<file path="config.mk">
export PLATFORM = sky130hd
export DESIGN_NAME = scalar_kalman_filter_unit_flat
export DESIGN_NICKNAME = d
export VERILOG_FILES = /design/src/sv/skf_pkg.sv /design/src/sv/skf_meas_if.sv /design/src/sv/skf_res_if.sv /design/src/sv/skf_cfg_if.sv /design/src/sv/scalar_kalman_filter_unit.sv /design/src/flat_wrapper.sv
export VERILOG_INCLUDE_DIRS = /design/src /design/src/sv
export SDC_FILE = /design/constraint.sdc
export NUM_CORES = 2
export LEC_CHECK = 0
export BUFFER_PORTS_ARGS = -buffer_cell sky130_fd_sc_hd__buf_4
export CAP_MARGIN = 10
export CORE_ASPECT_RATIO = 0.9
export CORE_MARGIN = 2
export CORE_UTILIZATION = 45
export CTS_CLUSTER_DIAMETER = 100
export DETAILED_ROUTE_END_ITERATION = 6
export PLACE_DENSITY = 0.61
export SYNTH_ARGS = -nofsm -noshare
export SYNTH_HDL_FRONTEND = slang
export SYNTH_SLANG_ARGS = --single-unit
export TNS_END_PERCENT = 20
</file>
<file path="constraint.sdc">
create_clock -name clk -period 11.7 [get_ports clk]
set_input_delay 0.585 -clock clk [delete_from_list [all_inputs] [get_ports clk]]
set_output_delay 0.585 -clock clk [all_outputs]
set_load 0.005 [all_outputs]
</file>
<file path="src/sv/assert_macros.svh">
// Assertion helpers used by the filter unit RTL.
`ifndef ASSERT_MACROS_SVH
`define ASSERT_MACROS_SVH

`ifndef SYNTHESIS
// Property holds in the same cycle as the antecedent
`define ASSERT_SAME(lbl, clk, rst, ante, cons, msg) \
  lbl: assert property (@(posedge clk) disable iff (rst) (ante) |-> (cons)) else $error(msg);
// Property holds in the cycle after the antecedent
`define ASSERT_NEXT(lbl, clk, rst, ante, cons, msg) \
  lbl: assert property (@(posedge clk) disable iff (rst) (ante) |=> (cons)) else $error(msg);
`else
`define ASSERT_SAME(lbl, clk, rst, ante, cons, msg)
`define ASSERT_NEXT(lbl, clk, rst, ante, cons, msg)
`endif

`endif

</file>
<file path="src/sv/skf_pkg.sv">
`default_nettype none
package skf_pkg;

  // Default word format: Q4.28 in 32 bits
  localparam int DATA_WIDTH_DEF = 32;
  localparam int FRAC_BITS_DEF  = 28;

  // Configuration register indexes
  localparam int CFG_IDX_W = 2;
  typedef logic [CFG_IDX_W-1:0] cfg_idx_t;

  localparam cfg_idx_t REG_PROCESS_NOISE     = 2'd0;
  localparam cfg_idx_t REG_MEASUREMENT_NOISE = 2'd1;
  localparam cfg_idx_t REG_INITIAL_ESTIMATE  = 2'd2;
  localparam cfg_idx_t REG_INITIAL_VARIANCE  = 2'd3;

  // Reset values of the noise registers (about 1e-5 and 0.01)
  localparam int PROCESS_NOISE_RST     = 2684;
  localparam int MEASUREMENT_NOISE_RST = 2684355;

  // Slice of the multiplier operand consumed per cycle
  localparam int MUL_CHUNK_W = 16;

endpackage
`default_nettype wire

</file>
<file path="src/sv/skf_meas_if.sv">
`default_nettype none
interface skf_meas_if #(
  parameter int DATA_WIDTH = skf_pkg::DATA_WIDTH_DEF
);
  logic                  valid;
  logic                  ready;
  logic [DATA_WIDTH-1:0] measurement;
  logic                  restart;

  modport source (output valid, output measurement, output restart, input ready);
  modport sink   (input valid, input measurement, input restart, output ready);
endinterface
`default_nettype wire

</file>
<file path="src/sv/skf_res_if.sv">
`default_nettype none
interface skf_res_if #(
  parameter int DATA_WIDTH = skf_pkg::DATA_WIDTH_DEF,
  parameter int FRAC_BITS  = skf_pkg::FRAC_BITS_DEF
);
  logic                  valid;
  logic                  ready;
  logic [DATA_WIDTH-1:0] estimate;
  logic [DATA_WIDTH-2:0] error_variance;
  logic [FRAC_BITS:0]    gain;

  modport source (output valid, output estimate, output error_variance, output gain,
                  input ready);
  modport sink   (input valid, input estimate, input error_variance, input gain,
                  output ready);
endinterface
`default_nettype wire

</file>
<file path="src/sv/skf_cfg_if.sv">
`default_nettype none
interface skf_cfg_if #(
  parameter int DATA_WIDTH = skf_pkg::DATA_WIDTH_DEF
);
  import skf_pkg::*;

  logic                  valid;
  logic                  ready;
  cfg_idx_t              index;
  logic [DATA_WIDTH-1:0] data;

  modport source (output valid, output index, output data, input ready);
  modport sink   (input valid, input index, input data, output ready);
endinterface
`default_nettype wire

</file>
<file path="src/sv/scalar_kalman_filter_unit.sv">
// Measurements (Q4.28 by default) are taken only in the idle state, so an update
// ends before the next is accepted; the restoring gain divider (one quotient bit a cycle)
// and the shared 16-bit-slice multiplier do the work.
// A pending result does not block the next measurement transaction; that update
// holds in its last step until the result register is free.
// Reset (synchronous, rst high) loads default noise, estimate 0 and variance 1.0.
`default_nettype none
`include "assert_macros.svh"
module scalar_kalman_filter_unit #(
  parameter int DATA_WIDTH = skf_pkg::DATA_WIDTH_DEF,
  parameter int FRAC_BITS  = skf_pkg::FRAC_BITS_DEF
) (
  input  logic      clk,
  input  logic      rst,
  skf_meas_if.sink  meas,
  skf_res_if.source result,
  skf_cfg_if.sink   cfg
);
  import skf_pkg::*;

  localparam int DW     = DATA_WIDTH;
  localparam int VW     = DATA_WIDTH - 1;
  localparam int GW     = FRAC_BITS + 1;
  localparam int NCHUNK = (GW + MUL_CHUNK_W - 1) / MUL_CHUNK_W;
  localparam int BW     = NCHUNK * MUL_CHUNK_W;
  localparam int AW     = DW + BW;
  localparam int CW     = $clog2(FRAC_BITS + 1);

  localparam logic [VW-1:0] VAR_MAX = '1;
  localparam logic [GW-1:0] ONE_G   = {1'b1, {FRAC_BITS{1'b0}}};
  localparam logic [AW-1:0] HALF    = {{(AW-FRAC_BITS){1'b0}}, 1'b1, {(FRAC_BITS-1){1'b0}}};

  localparam logic [2:0] S_IDLE  = 3'd0;
  localparam logic [2:0] S_PRIOR = 3'd1;
  localparam logic [2:0] S_DEN   = 3'd2;
  localparam logic [2:0] S_DIV   = 3'd3;
  localparam logic [2:0] S_GSAT  = 3'd4;
  localparam logic [2:0] S_MULE  = 3'd5;
  localparam logic [2:0] S_EST   = 3'd6;
  localparam logic [2:0] S_MULV  = 3'd7;

  // Configuration registers
  logic [VW-1:0] q_noise;
  logic [VW-1:0] r_noise;
  logic [DW-1:0] init_est;
  logic [VW-1:0] init_var;

  // Filter state and working registers
  logic [2:0]    state;
  logic          var_phase;
  logic [CW-1:0] cnt;
  logic [DW-1:0] est;
  logic [VW-1:0] var_cur;
  logic [DW-1:0] z;
  logic [VW-1:0] prior;
  logic [DW-1:0] den;
  logic [DW:0]   rem;
  logic [GW-1:0] gain;
  logic [DW:0]   diff;
  logic          neg;
  logic [DW-1:0] mul_a;
  logic [BW-1:0] mul_b;
  logic [AW-1:0] acc;

  // Result register
  logic          out_valid;
  logic [DW-1:0] res_est;
  logic [VW-1:0] res_var;
  logic [GW-1:0] res_gain;

  // Combinational helpers
  logic [DW-1:0]             prior_sum;
  logic [DW-1:0]             den_sum;
  logic [DW:0]               diff_w;
  logic                      q_bit;
  logic [DW:0]               rem_sub;
  logic [GW-1:0]             gain_sat;
  logic [DW:0]               mag_w;
  logic [DW+MUL_CHUNK_W-1:0] prod;
  logic [AW-1:0]             acc_next;
  logic [AW-1:0]             rnd_w;
  logic [DW-1:0]             rnd;
  logic [VW-1:0]             var_new;
  logic                      in_fire;
  logic                      out_free;
  logic                      res_load;

  assign in_fire  = meas.valid && meas.ready;
  assign out_free = !out_valid || result.ready;
  assign res_load = (state == S_MULV) && out_free;

  // Prior, denominator and innovation adders
  assign prior_sum = {1'b0, var_cur} + {1'b0, q_noise};
  assign den_sum   = {1'b0, prior} + {1'b0, r_noise};
  assign diff_w    = {z[DW-1], z} - {est[DW-1], est};

  // Restoring divider step, no quotient bits for a zero denominator
  assign q_bit   = (den != '0) && (rem >= {1'b0, den});
  assign rem_sub = q_bit ? (rem - {1'b0, den}) : rem;
  assign gain_sat = (gain > ONE_G) ? ONE_G : gain;
  assign mag_w   = diff[DW] ? (~diff + 1'b1) : diff;

  // Shared multiplier: one 16-bit slice of mul_b per cycle, top slice first
  assign prod     = mul_a * mul_b[BW-1 -: MUL_CHUNK_W];
  assign acc_next = (acc << MUL_CHUNK_W) + AW'(prod);

  // Round to nearest, ties away from zero (operands are magnitudes)
  assign rnd_w   = (acc + HALF) >> FRAC_BITS;
  assign rnd     = rnd_w[DW-1:0];
  assign var_new = rnd[DW-1] ? VAR_MAX : rnd[VW-1:0];

  // Configuration writes
  assign cfg.ready = 1'b1;

  always_ff @(posedge clk) begin
    if (rst) begin
      q_noise  <= VW'(PROCESS_NOISE_RST);
      r_noise  <= VW'(MEASUREMENT_NOISE_RST);
      init_est <= '0;
      init_var <= VW'(ONE_G);
    end else if (cfg.valid && cfg.ready) begin
      case (cfg.index)
        REG_PROCESS_NOISE:     q_noise  <= cfg.data[VW-1:0];
        REG_MEASUREMENT_NOISE: r_noise  <= cfg.data[VW-1:0];
        REG_INITIAL_ESTIMATE:  init_est <= cfg.data;
        REG_INITIAL_VARIANCE:  init_var <= cfg.data[VW-1:0];
        default: ;
      endcase
    end
  end

  // Update sequencer
  always_ff @(posedge clk) begin
    if (rst) begin
      state     <= S_IDLE;
      var_phase <= 1'b0;
      cnt       <= '0;
      est       <= '0;
      var_cur   <= VW'(ONE_G);
      out_valid <= 1'b0;
    end else begin
      if (out_valid && result.ready && !res_load) begin
        out_valid <= 1'b0;
      end
      case (state)
        S_IDLE: begin
          if (in_fire) begin
            z <= meas.measurement;
            if (meas.restart) begin
              est     <= init_est;
              var_cur <= init_var;
            end
            state <= S_PRIOR;
          end
        end
        S_PRIOR: begin
          prior <= prior_sum[DW-1] ? VAR_MAX : prior_sum[VW-1:0];
          state <= S_DEN;
        end
        S_DEN: begin
          den   <= den_sum;
          rem   <= {2'b00, prior};
          diff  <= diff_w;
          gain  <= '0;
          cnt   <= '0;
          state <= S_DIV;
        end
        S_DIV: begin
          rem  <= {rem_sub[DW-1:0], 1'b0};
          gain <= {gain[GW-2:0], q_bit};
          cnt  <= cnt + 1'b1;
          if (cnt == CW'(FRAC_BITS)) begin
            state <= S_GSAT;
          end
        end
        S_GSAT: begin
          gain      <= gain_sat;
          neg       <= diff[DW];
          mul_a     <= mag_w[DW-1:0];
          mul_b     <= BW'(gain_sat);
          acc       <= '0;
          cnt       <= '0;
          var_phase <= 1'b0;
          state     <= S_MULE;
        end
        S_MULE: begin
          acc   <= acc_next;
          mul_b <= mul_b << MUL_CHUNK_W;
          cnt   <= cnt + 1'b1;
          if (cnt == CW'(NCHUNK - 1)) begin
            state <= var_phase ? S_MULV : S_EST;
          end
        end
        S_EST: begin
          est       <= neg ? (est - rnd) : (est + rnd);
          mul_a     <= {1'b0, prior};
          mul_b     <= BW'(ONE_G - gain);
          acc       <= '0;
          cnt       <= '0;
          var_phase <= 1'b1;
          state     <= S_MULE;
        end
        S_MULV: begin
          // Variance product done: hand the result over once the output is free
          if (res_load) begin
            var_cur   <= var_new;
            res_est   <= est;
            res_var   <= var_new;
            res_gain  <= gain;
            out_valid <= 1'b1;
            state     <= S_IDLE;
          end
        end
        default: begin
          state <= S_IDLE;
        end
      endcase
    end
  end

  assign meas.ready            = (state == S_IDLE);
  assign result.valid          = out_valid;
  assign result.estimate       = res_est;
  assign result.error_variance = res_var;
  assign result.gain           = res_gain;

  `ASSERT_SAME(a_gain_range, clk, rst, out_valid, res_gain <= ONE_G,
               "result gain above 1.0")
  `ASSERT_NEXT(a_accept_starts, clk, rst, in_fire, state == S_PRIOR,
               "measurement transaction did not start an update")
  `ASSERT_SAME(a_div_count, clk, rst, state == S_DIV, cnt <= CW'(FRAC_BITS),
               "divider ran past its last quotient bit")
  `ASSERT_NEXT(a_out_drain, clk, rst, out_valid && result.ready && !res_load,
               !out_valid, "result register not released after transaction")
  `ASSERT_SAME(a_mul_count, clk, rst, state == S_MULE, cnt <= CW'(NCHUNK - 1),
               "multiplier ran past its last slice")

endmodule
`default_nettype wire

</file>
<file path="src/flat_wrapper.sv">
// flat-port wrapper written by rule: the top's interface ports become plain ports
module scalar_kalman_filter_unit_flat import skf_pkg::*;
#(
  parameter int DATA_WIDTH = skf_pkg::DATA_WIDTH_DEF,
  parameter int FRAC_BITS  = skf_pkg::FRAC_BITS_DEF
)
  (clk, rst, meas_valid, meas_measurement, meas_restart, meas_ready, result_valid, result_estimate, result_error_variance, result_gain, result_ready, cfg_valid, cfg_index, cfg_data, cfg_ready);
  skf_meas_if #(.DATA_WIDTH(DATA_WIDTH)) meas_i ();
  skf_res_if #(.DATA_WIDTH(DATA_WIDTH), .FRAC_BITS(FRAC_BITS)) result_i ();
  skf_cfg_if #(.DATA_WIDTH(DATA_WIDTH)) cfg_i ();
  input  logic clk;
  input  logic rst;
  input wire logic [$bits(meas_i.valid)-1:0] meas_valid;
  input wire logic [$bits(meas_i.measurement)-1:0] meas_measurement;
  input wire logic [$bits(meas_i.restart)-1:0] meas_restart;
  output wire logic [$bits(meas_i.ready)-1:0] meas_ready;
  output wire logic [$bits(result_i.valid)-1:0] result_valid;
  output wire logic [$bits(result_i.estimate)-1:0] result_estimate;
  output wire logic [$bits(result_i.error_variance)-1:0] result_error_variance;
  output wire logic [$bits(result_i.gain)-1:0] result_gain;
  input wire logic [$bits(result_i.ready)-1:0] result_ready;
  input wire logic [$bits(cfg_i.valid)-1:0] cfg_valid;
  input wire logic [$bits(cfg_i.index)-1:0] cfg_index;
  input wire logic [$bits(cfg_i.data)-1:0] cfg_data;
  output wire logic [$bits(cfg_i.ready)-1:0] cfg_ready;
  assign meas_i.valid = meas_valid;
  assign meas_i.measurement = meas_measurement;
  assign meas_i.restart = meas_restart;
  assign meas_ready = meas_i.ready;
  assign result_valid = result_i.valid;
  assign result_estimate = result_i.estimate;
  assign result_error_variance = result_i.error_variance;
  assign result_gain = result_i.gain;
  assign result_i.ready = result_ready;
  assign cfg_i.valid = cfg_valid;
  assign cfg_i.index = cfg_index;
  assign cfg_i.data = cfg_data;
  assign cfg_ready = cfg_i.ready;
  scalar_kalman_filter_unit #(.DATA_WIDTH(DATA_WIDTH), .FRAC_BITS(FRAC_BITS)) u_core (.clk(clk), .rst(rst), .meas(meas_i), .result(result_i), .cfg(cfg_i));
endmodule
</file>
# [Word level (Yosys, flattened, before mapping)]
# Cells that the tools add are included.
[totals] register_bits=605 latchBits=0 ram_bits=0 mem_bits_ro=0 input_bits=72 output_inout_bits=95 mem_count=0
[op_classes] addsub=11 multipliers=1 div_mod_pow=0 order_cmp=2 n_eq_ne=17 shift=0 n_mux=28 bitwise_logic=2 n_reduce_logical=39
[op_table] operator="2-to-1 mux 32 bit" count=5
[op_table] operator="case mux 32 bit (2 select lines)" count=2
[op_table] operator="2-to-1 mux 31 bit" count=4
[op_table] operator="case mux 60 bit (2 select lines)" count=1
[op_table] operator="case mux 32 bit (3 select lines)" count=1
[op_table] operator="case mux 29 bit (3 select lines)" count=1
[op_table] operator="case mux 33 bit (2 select lines)" count=1
[op_table] operator="adder 31 x 31 -> 32 bit" count=2
[op_table] operator="subtractor 32 bit" count=2
[op_table] operator="case mux 31 bit (2 select lines)" count=1
[op_table] operator="adder 60 x 28 -> 60 bit, second input constant" count=1
[op_table] operator="adder 60 x 48 -> 60 bit" count=1
[op_table] operator="multiplier 32 x 16 -> 48 bit" count=1
[op_table] operator=">= comparator 33 x 32 -> 1 bit" count=1
[op_table] operator="subtractor 32 x 32 -> 33 bit" count=1
[op_table] operator="adder 32 x 1 -> 32 bit, second input constant" count=1
[op_table] operator="adder 32 bit" count=1
[op_table] operator="NOT 32 bit" count=1
[op_table] operator="nonzero test 32 bit" count=1
[op_table] operator="subtractor 29 x 29 -> 30 bit, first input constant" count=1
[op_table] operator="greater-than comparator 29 bit, second input constant" count=1
[op_table] operator="2-to-1 mux 29 bit" count=1
[op_table] operator="AND reduction 2 bit" count=12
[op_table] operator="case mux 3 bit (7 select lines)" count=1
[op_table] operator="26 further kinds" count=55

# [Depth between registers and ports, before layout]
[depth] depth_word=8 depth_mapped=25

# [Worst setup path before layout]
# OpenSTA, ideal clock, no wires.
[synth_path] kind="register -> register" startpoint="register u_core.state[2]" endpoint="register u_core.res_var[0], in the netlist u_core.result.error_variance[0], enable pin" arrival_ns=8.151 required_time_ns=11.026 setup_slack_ns=2.875 stages_incl_launch_ff=6 n_path_buf=3 cell_sequence="dfxtp_1 -> buf_1 -> and3_1 -> clkbuf_1 -> clkbuf_1 -> nor3b_1"
[synth_via] elab_chain_cells=3
[synth_lines] element="from (decl)" line_no="scalar_kalman_filter_unit.sv:49" source="logic [2:0] state;"
[synth_lines] element="from (signal assigned)" line_no="scalar_kalman_filter_unit.sv:191" source="state <= var_phase ? S_MULV : S_EST;"
[synth_lines] element="== test 3 bit (*)" line_no="scalar_kalman_filter_unit.sv:90, scalar_kalman_filter_unit.sv:145"
[synth_lines] element="logical AND 1 bit" line_no="scalar_kalman_filter_unit.sv:90" source="assign res_load = (state == S_MULV) && out_free;"
[synth_lines] element="AND reduction 3 bit (no line) (*)"
[synth_lines] element="to (signal assigned)" line_no="scalar_kalman_filter_unit.sv:208" source="res_var <= var_new;"
[synth_lines] element="to (decl)" line_no="scalar_kalman_filter_unit.sv:68" source="logic [VW-1:0] res_var;"
# Every way passes the cells marked *; elsewhere a longest branch is shown, timed or not.
# A chain may end at the register's enable or synchronous reset.

# [Worst setup path after layout]
[layout_path] startpoint="register u_core.mul_b[23]" endpoint="register u_core.acc[56], data pin"
[layout_via] elab_chain_cells=3
[layout_lines] element="from (decl)" line_no="scalar_kalman_filter_unit.sv:62" source="logic [BW-1:0] mul_b;"
[layout_lines] element="from (signal assigned)" line_no="scalar_kalman_filter_unit.sv:180" source="mul_b <= BW'(gain_sat);"
[layout_lines] element="from (signal assigned)" line_no="scalar_kalman_filter_unit.sv:188" source="mul_b <= mul_b << MUL_CHUNK_W;"
[layout_lines] element="from (signal assigned)" line_no="scalar_kalman_filter_unit.sv:197" source="mul_b <= BW'(ONE_G - gain);"
[layout_lines] element="multiplier 32 x 16 -> 48 bit" line_no="scalar_kalman_filter_unit.sv:104" source="assign prod = mul_a * mul_b[BW-1 -: MUL_CHUNK_W];"
[layout_lines] element="adder 60 x 48 -> 60 bit" line_no="scalar_kalman_filter_unit.sv:105" source="assign acc_next = (acc << MUL_CHUNK_W) + AW'(prod);"
[layout_lines] element="case mux 60 bit (2 select lines)" line_no="scalar_kalman_filter_unit.sv:145" source="case (state)"
[layout_lines] element="to (signal assigned)" line_no="scalar_kalman_filter_unit.sv:187" source="acc <= acc_next;"
[layout_lines] element="to (decl)" line_no="scalar_kalman_filter_unit.sv:63" source="logic [AW-1:0] acc;"
# No other way between the ends.

==> metrics list <==
* Run status: finished, final reports clean
* Hold Fails Final Rpt: 0
* Number of buffers inserted to repair setup after CTS: 0
- Synthesis-to-finish area growth: 10.3%
- Seq/Total Area, Yosys: approximately 32%
- Peak ir drop on the vdd network: 0.245 mV
- Worst slew pin tran: 1310 ps
- First-pass GRT wire length: 234 mm
* CP top delay family: adder cells
- End point of the worst hold path: u_core.z[26]$_DFFE_PP_
- Worst-Skew Late Latency: about 640 ps
- Of the cells placed in the final design, the portion with a size suffix greater than 1 is slightly above 7%.
- Synth area leaders: sky130_fd_sc_hd__edfxtp_1 24%, sky130_fd_sc_hd__fa_1 18%, sky130_fd_sc_hd__dfxtp_1 7.9%
- Number of CTS-inserted buffers: 73
* Total global routing track utilization: a little over a quarter
- The net count of the finished layout is between 6000 and 7000.
- TritonCTS built the clock tree.
- Post-synth top area share: 24.4%
- The netlist uses between 80 and 90 different library cells.
- Critical Setup Path Class: register to register
- In this run the worst path has a maximum fanout of 32.
- RSZ-0062 raised after global routing: false
- Post-synthesis cell area: 0.0502 mm^2
* Switching share of power: 45.0%
* Hold/Removal Path Class: input port to register
- Combinational share of power: between 50% and 60%
* Switching power total: 0.00482 W
- Number of global-route vias before repair: ~38000
- Among the stages of the critical path, the cell type that occurs most often is sky130_fd_sc_hd__fa_1.
- The worst setup path is launched from a register.
- The setup check on the worst reg-to-reg path leaves a slack of around 3300 ps.
* Delay of the slowest cell on the worst path: 1220 ps
- The floorplan step set the die height to between 300 and 400 um.
- For this configuration, the core starts out at a cell density of 45.3%.
* Total negative slack for setup checks: 0 ps
* Buffers added on ports: ~170
* Post-CTS resize count: 0
- Seq. cell area: roughly 0.016 mm^2
- Entering global routing, the biggest net connects 100 pins.
* Endpoint class of the critical path: register
* Clock network fraction of design power: approximately 22%
- After layout, the minimum clock period comes to between 8000 and 9000 ps.
- Yosys warning count: 0
- In the final routed layout, each cell accounts on average for approximately 22 um.
* Number of cells on the worst hold path: 1
- No sink is reached through more buffers than the 3 on the longest clock path.
- The clock tree synthesis step divided the H-tree into 3 levels.
- Leakage component of the power: 23.8 nW
- The finished layout holds between 7000 and 8000 standard cells, fillers aside.
- Synthesis produced 5435 cells.
- Number of vias per cell: about 5.6
- Chip width: about 360 um
- sky130_fd_sc_hd__nand2_1 is the most common cell in the netlist.
* CP cell instances: nand2_1, fa_1, inv_1, fa_1, fa_1, fa_1, fa_1, inv_1, fa_1, inv_1, ha_1, and4_1, nand4_1, or4_1, a21boi_0, o31a_1, a211oi_1, o41a_1, nor3_1, xnor2_1, nor2_1
* Die outline area: between 0.1 and 0.15 mm^2
- about 170 I/O pins were placed.
- Fill cells in the final layout number roughly 10000.
- Slowest stage cell, crit path: sky130_fd_sc_hd__edfxtp_1
* Capture instance of the worst register-to-register path: u_core.acc[56]$_SDFFCE_PN0P_
- Post-synth EDFFs: 407
- DRC violation count after routing: 0
- Register-to-Register Path Depth: 21
- Core Rows: approximately 120
- The detailed router finished its first iteration with ~4000 violations.
- Primary FF master, synth: sky130_fd_sc_hd__edfxtp_1
- In the finished design, the share of the clock period the worst path needs comes to a little under three quarters.
* Overflow after GRT: 0
- Placed wire-length estimate: roughly 120 mm
* Antenna violations before repair: 4
- Dividing total power by cell area gives a power density of 194 mW/mm^2.
- By count the netlist is led by 854 x sky130_fd_sc_hd__nand2_1, 721 x sky130_fd_sc_hd__inv_1, 455 x sky130_fd_sc_hd__fa_1, 407 x sky130_fd_sc_hd__edfxtp_1, 347 x sky130_fd_sc_hd__a21oi_1.
- The cell sitting at the root of the clock tree is a sky130_fd_sc_hd__clkbuf_16.
- WP buf/inv: 3
- Each instance of the synthesized netlist takes up on average about 9 um^2.
* R2R Path Start: u_core.mul_b[23]$_DFFE_PP_
- The startpoint identified for the worst hold timing path is meas_measurement[26].
- Setup violations remaining at the end of the flow were counted as 0.
* Clk sinks: a little over 600
- The number of nets in the synthesized netlist is approximately 6300.
- First drt pass iteration count: 5
- Max-capacitance violation count: 0
- Summing all multi-input logic gate instances after layout gives slightly above 0.03 mm^2.
* Worst slew slack as a fraction of its limit: between 10% and 20%
- The max-slew violation count was 0.
* Vias after detailed routing: 39475
- Number of nets still failing antenna checks after routing: 0
* Sequential Power Share: 25.7%
* Fmax: 0.119 GHz
- After clock tree synthesis, the clock-pin slew on the worst setup and hold paths is 70 ps.
* Number of flip-flops and latches in the synthesized netlist: a little over 600
- At the worst endpoint, the required time is 12060 ps.
- CORE AREA: 0.111 mm^2
* Internal: approximately 0.0059 W
* Global placer's final weighted congestion: roughly 0.95
* Final WL: about 150 mm
- The number of hold buffers added after CTS was 0.
- Yosys top cell by area: sky130_fd_sc_hd__edfxtp_1
* Worst endpoint data arrival time: between 8000 and 9000 ps
* Clock skew after layout: 30.9 ps
- After detailed placement, the design holds a cell count of 6879.
- Share of async-settable or async-resettable flops after synthesis: 0%
[placed cells by master (no fill, tap or decap), types with 14 or more instances in the layout]
| cell | instances |
|---|---|
| sky130_fd_sc_hd__a211o_1 | 14 |
| sky130_fd_sc_hd__a211oi_1 | 38 |
| sky130_fd_sc_hd__a21o_1 | 89 |
| sky130_fd_sc_hd__a21oi_1 | 347 |
| sky130_fd_sc_hd__a221oi_1 | 15 |
| sky130_fd_sc_hd__a22o_1 | 24 |
| sky130_fd_sc_hd__a311oi_1 | 42 |
| sky130_fd_sc_hd__a31oi_1 | 31 |
| sky130_fd_sc_hd__and2_1 | 218 |
| sky130_fd_sc_hd__and3_1 | 37 |
| sky130_fd_sc_hd__buf_4 | 223 |
| sky130_fd_sc_hd__clkbuf_1 | 15 |
| sky130_fd_sc_hd__clkbuf_16 | 78 |
| sky130_fd_sc_hd__dfxtp_1 | 198 |
| sky130_fd_sc_hd__edfxtp_1 | 407 |
| sky130_fd_sc_hd__fa_1 | 455 |
| sky130_fd_sc_hd__ha_1 | 300 |
| sky130_fd_sc_hd__inv_1 | 721 |
| sky130_fd_sc_hd__mux2i_1 | 35 |
| sky130_fd_sc_hd__nand2_1 | 852 |
| sky130_fd_sc_hd__nand2b_1 | 27 |
| sky130_fd_sc_hd__nand3_1 | 67 |
| sky130_fd_sc_hd__nand3b_1 | 23 |
| sky130_fd_sc_hd__nand4_1 | 39 |
| sky130_fd_sc_hd__nor2_1 | 265 |
| sky130_fd_sc_hd__nor2b_1 | 34 |
| sky130_fd_sc_hd__nor3_1 | 68 |
| sky130_fd_sc_hd__nor4_1 | 26 |
| sky130_fd_sc_hd__o21a_1 | 37 |
| sky130_fd_sc_hd__o21ai_0 | 218 |
| sky130_fd_sc_hd__o21bai_1 | 20 |
| sky130_fd_sc_hd__o31ai_1 | 27 |
| sky130_fd_sc_hd__or2_2 | 16 |
| sky130_fd_sc_hd__or3_1 | 29 |
| sky130_fd_sc_hd__xnor2_1 | 129 |
| sky130_fd_sc_hd__xor2_1 | 136 |
[per-layer routing]
metal | up-vias | GRT usage (%) | part of all wire, %
met1 | 19590 | 39.7 | 45
li1 | 18233 | - | -
met5 | - | 0 | 0
met4 | 0 | 7.85 | 2.9
met2 | 1462 | 40.7 | 44
met3 | 190 | 4.30 | 7.9
[worst max path at each step]
| stage | start | endpoint | slack [ps] | depth (start not counted) |
|---|---|---|---|---|
| after floorplan | u_core.state[2]$_SDFFE_PP0P_ | u_core.result.error_variance[0]$_DFFE_PP_ | 2870 | 5 |
| after global placement | u_core.mul_b[18]$_DFFE_PP_ | u_core.acc[58]$_SDFFCE_PN0P_ | 3420 | 21 |
| after detailed placement | u_core.mul_b[23]$_DFFE_PP_ | u_core.acc[56]$_SDFFCE_PN0P_ | 3420 | 21 |
| after CTS | u_core.mul_b[23]$_DFFE_PP_ | u_core.acc[56]$_SDFFCE_PN0P_ | 3420 | 21 |
| after global routing | u_core.mul_b[23]$_DFFE_PP_ | u_core.acc[58]$_SDFFCE_PN0P_ | 3000 | 21 |
| final | u_core.mul_b[23]$_DFFE_PP_ | u_core.acc[56]$_SDFFCE_PN0P_ | 3320 | 21 |
[sequential cells by signal (all words and copies together) (netlist names), 32 cells and up]
name / count
u_core.init_est: 32
u_core.mul_a: 32
u_core.z: 32
u_core.mul_b: 32
u_core.acc: 60
u_core.den: 32
u_core.rem: 33
u_core.est: 32
u_core.result.estimate: 32
u_core.diff: 33
[area by class of cell]
cell class              count  share of cell area (%)
repair buffers            226                    3.14
flip-flops and latches    605                    29.2
diodes                      2                 0.00904
inverters                 721                    4.89
well taps                1475                    3.33
multi-input cells        3853                    55.0
clock inverters            38                   0.667
clock buffers              97                    3.73
[power groups by stage]
stage               clock [W]  sequential [W]  combinational [W]
floorplan                   0         0.00271            0.00368
global placement            0         0.00280            0.00545
detailed placement          0         0.00280            0.00541
CTS                   0.00235         0.00275            0.00550
global route          0.00245         0.00277            0.00618
finish                0.00232         0.00276            0.00565
[stage by stage]
step / utilization [%] / total power [W] / hold slack, ps / setup slack [ps] / area [um^2]
CTS: 49.9 / 0.0106 / 85.6 / 3420 / 55300
floorplan: - / 0.00639 / 424 / 2870 / 50200
global placement: 47.7 / 0.00824 / 442 / 3420 / 52900
global route: 49.9 / 0.0114 / 100 / 3000 / 55300
detailed placement: 47.7 / 0.00821 / 447 / 3420 / 52900
finish: 49.9 / 0.0107 / 124 / 3320 / 55300
[kinds of logic (layout without fill, tap and decap cells)]
kind of cell	count (synthesis)	after routing	share of synthesized area, %
simple gates	1771	1771	16.5
mux	38	38	0.765
xor+xnor	266	266	4.64
buf+inv	977	1082	7.34
fa+ha+maj	755	755	25.6
other cells	1	3	0.00747
flops	605	605	32.3
compound gates	1022	1022	12.9
Power figures use the tool's default switching activity.
